**src/hdl/pwsp_pkg.sv**
```systemverilog
// Shared types, codes and constants of the peer wire stream parser.
`timescale 1ns / 1ps
package pwsp_pkg;

   localparam int unsigned CSR_INDEX_W = 2;
   localparam int unsigned CSR_DATA_W  = 64;

   localparam logic [CSR_INDEX_W-1:0] CSR_INFO_HASH_HIGH   = 2'd0;
   localparam logic [CSR_INDEX_W-1:0] CSR_INFO_HASH_MIDDLE = 2'd1;
   localparam logic [CSR_INDEX_W-1:0] CSR_INFO_HASH_LOW    = 2'd2;

   localparam logic [2:0] KIND_PEER_ID    = 3'd0;
   localparam logic [2:0] KIND_KEEP_ALIVE = 3'd1;
   localparam logic [2:0] KIND_HEADER     = 3'd2;
   localparam logic [2:0] KIND_DATA       = 3'd3;
   localparam logic [2:0] KIND_ERROR      = 3'd4;

   localparam logic [1:0] ERR_HASH_MISMATCH = 2'd0;
   localparam logic [1:0] ERR_NOT_PIECE     = 2'd1;
   localparam logic [1:0] ERR_SHORT_PIECE   = 2'd2;

   localparam logic [7:0]  PIECE_ID         = 8'd7;
   localparam logic [31:0] HASH_BYTES       = 32'd20;
   localparam logic [31:0] RESERVED_BYTES   = 32'd8;
   localparam logic [31:0] LENGTH_BYTES     = 32'd4;
   localparam logic [31:0] PIECE_HEADER_END = 32'd9;

   localparam int unsigned Q_DEPTH = 4;
   localparam int unsigned Q_PTR_W = 2;
   localparam int unsigned Q_CNT_W = 3;

   typedef enum logic [2:0] {
      PH_PLEN,
      PH_SKIP,
      PH_HASH,
      PH_PEERID,
      PH_LEN,
      PH_BODY,
      PH_DEAD
   } phase_type;

   typedef struct packed {
      logic [63:0] info_hash_high;
      logic [63:0] info_hash_middle;
      logic [31:0] info_hash_low;
   } cfg_type;

   typedef struct packed {
      logic [2:0]  kind;
      logic [7:0]  data_byte;
      logic [31:0] piece_index;
      logic [31:0] block_offset;
      logic        last;
      logic [1:0]  error_code;
      logic [7:0]  message_id;
   } rsp_type;

   typedef struct packed {
      logic full;
      logic empty;
   } q_status_type;

   typedef struct packed {
      phase_type phase;
      logic      push;
   } front_status_type;

   function automatic logic [7:0] hash_byte(input cfg_type cfg, input logic [4:0] k);
      logic [159:0] hv;
      logic [7:0]   top_bit;
      hv      = {cfg.info_hash_high, cfg.info_hash_middle, cfg.info_hash_low};
      top_bit = 8'd159 - {k, 3'b000};
      return hv[top_bit -: 8];
   endfunction

endpackage

```
**src/hdl/peer_wire_stream_parser.sv**
```systemverilog
// Path: a result enters the result queue when its beat is accepted, then the output register.
// Throughput: one beat per cycle; req_ready falls only while the four-entry result
// queue is full, which happens when rsp_ready stays low.
// Reset: synchronous, active high; clears parse state, info hash registers and queue.
// Top level of the peer wire stream parser.
`timescale 1ns / 1ps
module peer_wire_stream_parser (
   input  logic                               clock,
   input  logic                               reset,
   input  logic                               req_valid,
   output logic                               req_ready,
   input  logic                               req_action,
   input  logic [7:0]                         req_rx_byte,
   output logic                               rsp_valid,
   input  logic                               rsp_ready,
   output logic [2:0]                         rsp_kind,
   output logic [7:0]                         rsp_data_byte,
   output logic [31:0]                        rsp_piece_index,
   output logic [31:0]                        rsp_block_offset,
   output logic                               rsp_last,
   output logic [1:0]                         rsp_error_code,
   output logic [7:0]                         rsp_message_id,
   input  logic                               csr_we,
   input  logic [pwsp_pkg::CSR_INDEX_W-1:0]   csr_index,
   input  logic [pwsp_pkg::CSR_DATA_W-1:0]    csr_wdata
);

   pwsp_pkg::cfg_type          cfg_ff, cfg_in;
   pwsp_pkg::q_status_type     q_stat;
   pwsp_pkg::front_status_type f_stat;
   pwsp_pkg::rsp_type          push_data;
   pwsp_pkg::rsp_type          pop_data;
   pwsp_pkg::rsp_type          rsp_data;
   logic                       push;
   logic                       pop;
   logic                       beat;

   assign req_ready = !q_stat.full;
   assign beat      = req_valid && req_ready;

   always_comb begin
      cfg_in = cfg_ff;
      if (csr_we) begin
         case (csr_index)
            pwsp_pkg::CSR_INFO_HASH_HIGH:   cfg_in.info_hash_high   = csr_wdata;
            pwsp_pkg::CSR_INFO_HASH_MIDDLE: cfg_in.info_hash_middle = csr_wdata;
            pwsp_pkg::CSR_INFO_HASH_LOW:    cfg_in.info_hash_low    = csr_wdata[31:0];
            default: begin
            end
         endcase
      end
   end

   always_ff @(posedge clock) begin
      if (reset) begin
         cfg_ff <= '0;
      end else begin
         cfg_ff <= cfg_in;
      end
   end

   pwsp_front u_front (
      .clock       (clock),
      .reset       (reset),
      .beat        (beat),
      .req_action  (req_action),
      .req_rx_byte (req_rx_byte),
      .cfg         (cfg_ff),
      .push        (push),
      .push_data   (push_data),
      .status      (f_stat)
   );

   pwsp_queue u_queue (
      .clock     (clock),
      .reset     (reset),
      .push      (push),
      .push_data (push_data),
      .pop       (pop),
      .pop_data  (pop_data),
      .status    (q_stat)
   );

   pwsp_back u_back (
      .clock     (clock),
      .reset     (reset),
      .q_status  (q_stat),
      .pop_data  (pop_data),
      .pop       (pop),
      .rsp_ready (rsp_ready),
      .rsp_valid (rsp_valid),
      .rsp_data  (rsp_data)
   );

   assign rsp_kind         = rsp_data.kind;
   assign rsp_data_byte    = rsp_data.data_byte;
   assign rsp_piece_index  = rsp_data.piece_index;
   assign rsp_block_offset = rsp_data.block_offset;
   assign rsp_last         = rsp_data.last;
   assign rsp_error_code   = rsp_data.error_code;
   assign rsp_message_id   = rsp_data.message_id;

   a_dead_silent: assert property (@(posedge clock) disable iff (reset)
      (f_stat.phase == pwsp_pkg::PH_DEAD) |-> !f_stat.push)
      else $error("result produced after info hash mismatch");

   a_peer_id_ends: assert property (@(posedge clock) disable iff (reset)
      (push && (push_data.kind == pwsp_pkg::KIND_PEER_ID) && push_data.last)
      |=> (f_stat.phase == pwsp_pkg::PH_LEN))
      else $error("last peer id byte did not start message framing");

   a_data_clean: assert property (@(posedge clock) disable iff (reset)
      (rsp_valid && (rsp_kind != pwsp_pkg::KIND_ERROR))
      |-> ((rsp_error_code == pwsp_pkg::ERR_HASH_MISMATCH) && (rsp_message_id == 8'd0)))
      else $error("error fields set on a non-error result");

   a_push_has_room: assert property (@(posedge clock) disable iff (reset)
      push |-> !q_stat.full)
      else $error("result pushed into a full queue");

endmodule

```
**src/hdl/pwsp_front.sv**
```systemverilog
// Front end: accepts beats, tracks the handshake and message framing, builds results.
`timescale 1ns / 1ps
module pwsp_front (
   input  logic                       clock,
   input  logic                       reset,
   input  logic                       beat,
   input  logic                       req_action,
   input  logic [7:0]                 req_rx_byte,
   input  pwsp_pkg::cfg_type          cfg,
   output logic                       push,
   output pwsp_pkg::rsp_type          push_data,
   output pwsp_pkg::front_status_type status
);

   pwsp_pkg::phase_type phase_ff, phase_in;
   logic [31:0] count_ff, count_in;
   logic [7:0]  strlen_ff, strlen_in;
   logic        mism_ff, mism_in;
   logic [31:0] len_ff, len_in;
   logic [31:0] idx_ff, idx_in;
   logic [31:0] off_ff, off_in;
   logic [7:0]  mid_ff, mid_in;

   logic [31:0] cnt_inc;
   logic        mism_next;
   logic        hash_done;
   logic        peer_last;
   logic [31:0] len_next;
   logic        len_done;
   logic        body_last;
   logic [31:0] idx_next;
   logic [31:0] off_next;
   logic        step;

   assign step      = beat && !req_action;
   assign cnt_inc   = count_ff + 32'd1;
   assign mism_next = mism_ff || (req_rx_byte != pwsp_pkg::hash_byte(cfg, count_ff[4:0]));
   assign hash_done = cnt_inc >= pwsp_pkg::HASH_BYTES;
   assign peer_last = cnt_inc >= pwsp_pkg::HASH_BYTES;
   assign len_next  = {len_ff[23:0], req_rx_byte};
   assign len_done  = cnt_inc >= pwsp_pkg::LENGTH_BYTES;
   assign body_last = count_ff == (len_ff - 32'd1);
   assign idx_next  = {idx_ff[23:0], req_rx_byte};
   assign off_next  = {off_ff[23:0], req_rx_byte};

   always_comb begin
      phase_in  = phase_ff;
      count_in  = count_ff;
      strlen_in = strlen_ff;
      mism_in   = mism_ff;
      len_in    = len_ff;
      idx_in    = idx_ff;
      off_in    = off_ff;
      mid_in    = mid_ff;
      if (beat && req_action) begin
         phase_in  = pwsp_pkg::PH_PLEN;
         count_in  = '0;
         strlen_in = '0;
         mism_in   = 1'b0;
         len_in    = '0;
         idx_in    = '0;
         off_in    = '0;
         mid_in    = '0;
      end else if (step) begin
         case (phase_ff)
            pwsp_pkg::PH_PLEN: begin
               strlen_in = req_rx_byte;
               count_in  = '0;
               phase_in  = pwsp_pkg::PH_SKIP;
            end
            pwsp_pkg::PH_SKIP: begin
               count_in = cnt_inc;
               if (cnt_inc >= ({24'd0, strlen_ff} + pwsp_pkg::RESERVED_BYTES)) begin
                  count_in = '0;
                  mism_in  = 1'b0;
                  phase_in = pwsp_pkg::PH_HASH;
               end
            end
            pwsp_pkg::PH_HASH: begin
               mism_in  = mism_next;
               count_in = cnt_inc;
               if (hash_done) begin
                  count_in = '0;
                  phase_in = mism_next ? pwsp_pkg::PH_DEAD : pwsp_pkg::PH_PEERID;
               end
            end
            pwsp_pkg::PH_PEERID: begin
               count_in = cnt_inc;
               if (peer_last) begin
                  count_in = '0;
                  len_in   = '0;
                  phase_in = pwsp_pkg::PH_LEN;
               end
            end
            pwsp_pkg::PH_LEN: begin
               len_in   = len_next;
               count_in = cnt_inc;
               if (len_done) begin
                  count_in = '0;
                  if (len_next != 32'd0) begin
                     phase_in = pwsp_pkg::PH_BODY;
                  end
               end
            end
            pwsp_pkg::PH_BODY: begin
               count_in = cnt_inc;
               if (body_last) begin
                  count_in = '0;
                  len_in   = '0;
                  phase_in = pwsp_pkg::PH_LEN;
               end
               if (count_ff == 32'd0) begin
                  mid_in = req_rx_byte;
               end else if (mid_ff == pwsp_pkg::PIECE_ID) begin
                  if (count_ff <= 32'd4) begin
                     idx_in = idx_next;
                  end else if (count_ff <= 32'd8) begin
                     off_in = off_next;
                  end
               end
            end
            default: begin
            end
         endcase
      end
   end

   always_comb begin
      push      = 1'b0;
      push_data = '0;
      if (step) begin
         case (phase_ff)
            pwsp_pkg::PH_HASH: begin
               if (hash_done && mism_next) begin
                  push                 = 1'b1;
                  push_data.kind       = pwsp_pkg::KIND_ERROR;
                  push_data.error_code = pwsp_pkg::ERR_HASH_MISMATCH;
               end
            end
            pwsp_pkg::PH_PEERID: begin
               push                = 1'b1;
               push_data.kind      = pwsp_pkg::KIND_PEER_ID;
               push_data.data_byte = req_rx_byte;
               push_data.last      = peer_last;
            end
            pwsp_pkg::PH_LEN: begin
               if (len_done && (len_next == 32'd0)) begin
                  push           = 1'b1;
                  push_data.kind = pwsp_pkg::KIND_KEEP_ALIVE;
               end
            end
            pwsp_pkg::PH_BODY: begin
               if (count_ff == 32'd0) begin
                  if (req_rx_byte != pwsp_pkg::PIECE_ID) begin
                     push                 = 1'b1;
                     push_data.kind       = pwsp_pkg::KIND_ERROR;
                     push_data.error_code = pwsp_pkg::ERR_NOT_PIECE;
                     push_data.message_id = req_rx_byte;
                  end else if (body_last) begin
                     push                 = 1'b1;
                     push_data.kind       = pwsp_pkg::KIND_ERROR;
                     push_data.error_code = pwsp_pkg::ERR_SHORT_PIECE;
                     push_data.message_id = pwsp_pkg::PIECE_ID;
                  end
               end else if (mid_ff == pwsp_pkg::PIECE_ID) begin
                  if ((count_ff + 32'd1) < pwsp_pkg::PIECE_HEADER_END) begin
                     if (body_last) begin
                        push                 = 1'b1;
                        push_data.kind       = pwsp_pkg::KIND_ERROR;
                        push_data.error_code = pwsp_pkg::ERR_SHORT_PIECE;
                        push_data.message_id = pwsp_pkg::PIECE_ID;
                     end
                  end else if ((count_ff + 32'd1) == pwsp_pkg::PIECE_HEADER_END) begin
                     push                   = 1'b1;
                     push_data.kind         = pwsp_pkg::KIND_HEADER;
                     push_data.piece_index  = idx_ff;
                     push_data.block_offset = off_next;
                     push_data.last         = body_last;
                  end else begin
                     push                = 1'b1;
                     push_data.kind      = pwsp_pkg::KIND_DATA;
                     push_data.data_byte = req_rx_byte;
                     push_data.last      = body_last;
                  end
               end
            end
            default: begin
            end
         endcase
      end
   end

   assign status.phase = phase_ff;
   assign status.push  = push;

   always_ff @(posedge clock) begin
      if (reset) begin
         phase_ff  <= pwsp_pkg::PH_PLEN;
         count_ff  <= '0;
         strlen_ff <= '0;
         mism_ff   <= 1'b0;
         len_ff    <= '0;
         idx_ff    <= '0;
         off_ff    <= '0;
         mid_ff    <= '0;
      end else begin
         phase_ff  <= phase_in;
         count_ff  <= count_in;
         strlen_ff <= strlen_in;
         mism_ff   <= mism_in;
         len_ff    <= len_in;
         idx_ff    <= idx_in;
         off_ff    <= off_in;
         mid_ff    <= mid_in;
      end
   end

endmodule

```
**src/hdl/pwsp_queue.sv**
```systemverilog
// Result queue between the front end and the output stage.
`timescale 1ns / 1ps
module pwsp_queue (
   input  logic                   clock,
   input  logic                   reset,
   input  logic                   push,
   input  pwsp_pkg::rsp_type      push_data,
   input  logic                   pop,
   output pwsp_pkg::rsp_type      pop_data,
   output pwsp_pkg::q_status_type status
);

   pwsp_pkg::rsp_type entries_ff [pwsp_pkg::Q_DEPTH];
   logic [pwsp_pkg::Q_PTR_W-1:0] wr_ptr_ff, wr_ptr_in;
   logic [pwsp_pkg::Q_PTR_W-1:0] rd_ptr_ff, rd_ptr_in;
   logic [pwsp_pkg::Q_CNT_W-1:0] count_ff, count_in;

   always_comb begin
      wr_ptr_in = wr_ptr_ff;
      rd_ptr_in = rd_ptr_ff;
      count_in  = count_ff;
      if (push) begin
         wr_ptr_in = wr_ptr_ff + pwsp_pkg::Q_PTR_W'(1);
      end
      if (pop) begin
         rd_ptr_in = rd_ptr_ff + pwsp_pkg::Q_PTR_W'(1);
      end
      if (push && !pop) begin
         count_in = count_ff + pwsp_pkg::Q_CNT_W'(1);
      end else if (pop && !push) begin
         count_in = count_ff - pwsp_pkg::Q_CNT_W'(1);
      end
   end

   assign pop_data     = entries_ff[rd_ptr_ff];
   assign status.full  = count_ff == pwsp_pkg::Q_CNT_W'(pwsp_pkg::Q_DEPTH);
   assign status.empty = count_ff == '0;

   always_ff @(posedge clock) begin
      if (push) begin
         entries_ff[wr_ptr_ff] <= push_data;
      end
   end

   always_ff @(posedge clock) begin
      if (reset) begin
         wr_ptr_ff <= '0;
         rd_ptr_ff <= '0;
         count_ff  <= '0;
      end else begin
         wr_ptr_ff <= wr_ptr_in;
         rd_ptr_ff <= rd_ptr_in;
         count_ff  <= count_in;
      end
   end

endmodule

```
**src/hdl/pwsp_back.sv**
```systemverilog
// Output stage: draws results from the queue and holds them on the response channel.
`timescale 1ns / 1ps
module pwsp_back (
   input  logic                   clock,
   input  logic                   reset,
   input  pwsp_pkg::q_status_type q_status,
   input  pwsp_pkg::rsp_type      pop_data,
   output logic                   pop,
   input  logic                   rsp_ready,
   output logic                   rsp_valid,
   output pwsp_pkg::rsp_type      rsp_data
);

   logic              valid_ff, valid_in;
   pwsp_pkg::rsp_type data_ff, data_in;

   assign pop      = !q_status.empty && (!valid_ff || rsp_ready);
   assign valid_in = pop || (valid_ff && !rsp_ready);
   assign data_in  = pop ? pop_data : data_ff;

   assign rsp_valid = valid_ff;
   assign rsp_data  = data_ff;

   always_ff @(posedge clock) begin
      data_ff <= data_in;
   end

   always_ff @(posedge clock) begin
      if (reset) begin
         valid_ff <= 1'b0;
      end else begin
         valid_ff <= valid_in;
      end
   end

endmodule

```
**config.mk**
```make
export PLATFORM = sky130hd
export DESIGN_NAME = peer_wire_stream_parser
export DESIGN_NICKNAME = d
export VERILOG_FILES = /design/src/hdl/pwsp_pkg.sv /design/src/hdl/peer_wire_stream_parser.sv /design/src/hdl/pwsp_front.sv /design/src/hdl/pwsp_queue.sv /design/src/hdl/pwsp_back.sv
export SDC_FILE = /design/constraint.sdc
export NUM_CORES = 1
export LEC_CHECK = 0
export BUFFER_PORTS_ARGS = -buffer_cell sky130_fd_sc_hd__buf_2
export CELL_PAD_IN_SITES_DETAIL_PLACEMENT = 2
export CELL_PAD_IN_SITES_GLOBAL_PLACEMENT = 2
export CORE_MARGIN = 8
export CORE_UTILIZATION = 41
export CTS_CLUSTER_SIZE = 16
export DETAILED_ROUTE_END_ITERATION = 12
export PLACE_DENSITY = 0.85
export SYNTH_ARGS = -nofsm -noshare
export SYNTH_HDL_FRONTEND = slang
export SYNTH_SLANG_ARGS = --single-unit
```
**constraint.sdc**
```tcl
create_clock -name clock -period 8.34 [get_ports clock]
set_clock_uncertainty 0.1 [all_clocks]
set_input_delay 1.668 -clock clock [delete_from_list [all_inputs] [get_ports clock]]
set_output_delay 1.668 -clock clock [all_outputs]
set_load 0.05 [all_outputs]
```
==> metrics.cfg <==
[timing]
fin_tns_setup_ns=0
fin_crit_sh=0.718
maxSlewViolCount=0
grt_setup_unrepaired=no
hold_violations=0
fin_crit_ns=5.99
worst_slew_pin_slew_ns=1.36
clock.fmax_mhz=167
relSlewSlack=0.0884
setup_viol=0
final.setup.worst_slack_ns=2.35

[cells_and_area]
nets=2837
drive_above_1_share=0.175
design_area_mm2=0.0355
area_growth_pct=14.0

[logic_synthesis]
synthAdderAreaFrac=0.00987
synth_warnings=0
synth_area_mm2=0.0312
ys.flop_type=edfxtp_1
syn_area_per_cell_um2=11.8
synth_edf_count=430
synthSimpleGateAreaFrac=0.148
netlist_top_cells_area=edfxtp_1 (41%), dfxtp_1 (20%), mux4_2 (9.0%), nand2_1 (7.4%), a21oi_1 (4.2%)
synth_area_leader_cell=edfxtp_1
synth_fp_nets=2750
yosysSeqAreaShare=0.612
synth_compound_area_frac=0.0814
yosys.area.top_type_share=0.414
async_flop_share=0
synth_seq_cells=738
ys_types=88
synth_top_family_by_area=simple AND/OR/NAND/NOR gates
muxShareOfSynthArea=0.100
synth_xor_area_frac=0.0197
postSynthCellCount=2646

[floorplanning]
start_util=0.413
num_io_pins=168
die_w_um=292
die_y_um=292
coreArea_mm2=0.0756
die_area_mm2=0.0852
num_rows=101

[place]
place_ws_ns=2.51
gp_congestion=0.841
place_area_mm2=0.0328
hpwl_mm=68.7
port_buffers=167

[worst_setup_path]
cp-end-kind=flop
critPathKind=flop to flop
critPathLaunchType=flop
critical_path_required_ns=8.80
critPathMaxFanout=25
cp.arrival_ns=6.45
rr_worst_depth=15

[clock_network]
insertion_delay_ns=0.66
path_clk_slew_ns=0.06
numCtsBuffers=81
htree_num_levels=3
post_cts_buffers=0
cts_tree=done
cts_hold_buffers=0
clock_sinks=738
cts_root_buf=clkbuf_16
cts_buffer_depth=3
cts_resized=0

[route]
drc=0
dr.pass1.iters=6
vias=22400
ant_nets=0
vias_per_cell=5.92
drt-initial-drc-count=1746
drt_wl_total_mm=111
wl_per_cell_um=29.4

[min_path]
hold_class=flop to flop
hold-path-cell-count=2

[power]
p_leak_nw=12.3
p_per_area_mw_per_mm2=285
ir_drop_uv=173
total_power_mw=10.1

[grt]
antenna_found_initial=5
track_usage=0.256
grt_pass1_wl_mm=167
grt_max_degree=89
grt_pass1_vias=24700
grt_overflow_total=0

[run_status]
status=completed

[job]
maxCapViolations=0

cell usage after synthesis, types with 4 or more instances:
cell type  count
buf_4          9
or3_1          6
a311oi_1       4
o31ai_1        8
or2_2          4
dfxtp_1      308
and4_1         8
o21a_1         7
mux2_2         4
o21ai_0       54
nand3b_1       5
ha_1          23
xor2_1        23
buf_2         15
and3_1        16
and2_1        97
nand3_1       31
nor3_1        33
mux2i_1       25
xnor2_1       47
buf_1         23
nor2_1        83
nand4_1       20
nor4_1        25
a211oi_1       4
nand4b_1       4
nor4b_1        5
o211ai_1      10
nand2_1      619
o22ai_1        5
o221ai_1      22
mux4_2       125
a31oi_1        9
nand2b_1       7
inv_1         30
nor2b_1        8
a21oi_1      264
clkbuf_1     142
or4_1          7
edfxtp_1     430
nor4_2         4
metal layers:
metal / vias to the layer above / GRT usage / share of wire
li1: 9736 / - / -
met1: 11800 / 0.315 / 0.40
met2: 719 / 0.466 / 0.52
met3: 172 / 0.0383 / 0.045
met4: 2 / 0.0726 / 0.027
met5: - / 0 / 0.00012
path summary, 6_finish.rpt:
kind	startpoint	endpoint	slack (ns)
setup / recovery	u_front.count_ff[1]	u_queue.count_ff[2]	2.35
hold / removal	cfg_ff[45]	cfg_ff[45]	0.36
setup reg to reg	u_front.count_ff[1]	u_queue.count_ff[2]	2.35
hold reg to reg	cfg_ff[45]	cfg_ff[45]	0.36
cells in the final DEF (no fill, tap or decap), types with 16 or more instances in the layout:
master | synthesis | layout
nor4_1 | 25 | 25
ha_1 | 23 | 23
edfxtp_1 | 430 | 430
mux2i_1 | 25 | 25
dfxtp_1 | 308 | 303
nor3_1 | 33 | 32
nand3_1 | 31 | 31
nor2_1 | 83 | 82
a21oi_1 | 264 | 262
clkinv_2 | 0 | 17
mux4_2 | 125 | 125
nand4_1 | 20 | 20
xnor2_1 | 47 | 47
clkbuf_16 | 0 | 82
nand2_1 | 619 | 619
and3_1 | 16 | 16
inv_1 | 30 | 30
xor2_1 | 23 | 23
o221ai_1 | 22 | 22
and2_1 | 97 | 93
buf_4 | 9 | 28
o21ai_0 | 54 | 54
buf_2 | 15 | 166
registers in the layout, summed over array words and instances (netlist names):
signal and count:
u_queue.entries_ff 344, cfg_ff 160, u_back.rsp_data 86, u_front.count_ff 32, u_front.idx_ff 32, u_front.len_ff 32
u_front.off_ff 24, u_front.mid_ff 8, u_front.strlen_ff 8, u_front.phase_ff 3, u_queue.count_ff 3, u_queue.rd_ptr_ff 2
u_queue.wr_ptr_ff 2, u_back.rsp_valid 1, u_front.mism_ff 1
power by group:
part	total, mW	leakage (nW)	internal (mW)	switching, mW
Clock	3.83	1.36	2.19	1.64
Sequential	4.35	6.60	4.19	0.155
Combinational	1.95	4.35	0.564	1.38
logic make-up after synthesis:
logic type               Yosys count
buffers and inverters            224
multiplexers                     155
adder cells (fa/ha/maj)           24
AO/OA/AOI/OAI                    433
flip-flops                       738
XOR/XNOR                          70
AND/OR/NAND/NOR                 1002
metrics by stage:
| stage | hold slack [ns] | util | instances |
|---|---|---|---|
| 2_1_floorplan | 0.327 | - | 2646 |
| 3_5_place_dp | 0.349 | 0.434 | 3628 |
| 3_3_place_gp | 0.335 | 0.434 | 3628 |
| 5_1_grt | 0.381 | 0.470 | 3779 |
| 6_report | 0.356 | 0.470 | 3780 |
| 4_1_cts | 0.357 | 0.470 | 3778 |
critical path, cell delays in order, from the launching register on:
cell	delay (ns)
dfxtp_2	0.82
ha_1	0.41
nand4_1	0.20
nor4_2	0.67
xor2_1	0.16
a2111o_1	0.36
nor4_2	0.64
nand2_2	0.28
o41a_1	0.50
o41a_4	0.50
ha_1	0.28
inv_1	0.09
fa_1	0.22
xor2_1	0.12
or3_1	0.37
a21oi_1	0.20
cell type report:
class | count | area (µm²)
Antenna cell | 2 | 5.00
Clock buffer | 109 | 2270
Clock inverter | 41 | 495
Fill cell | 7462 | 40000
Inverter | 34 | 128
Multi-Input combinational cell | 1684 | 11300
Sequential cell | 738 | 19100
Tap cell | 978 | 1220
Timing Repair Buffer | 194 | 1040
No activity file was read; power rests on OpenSTA's default activity.
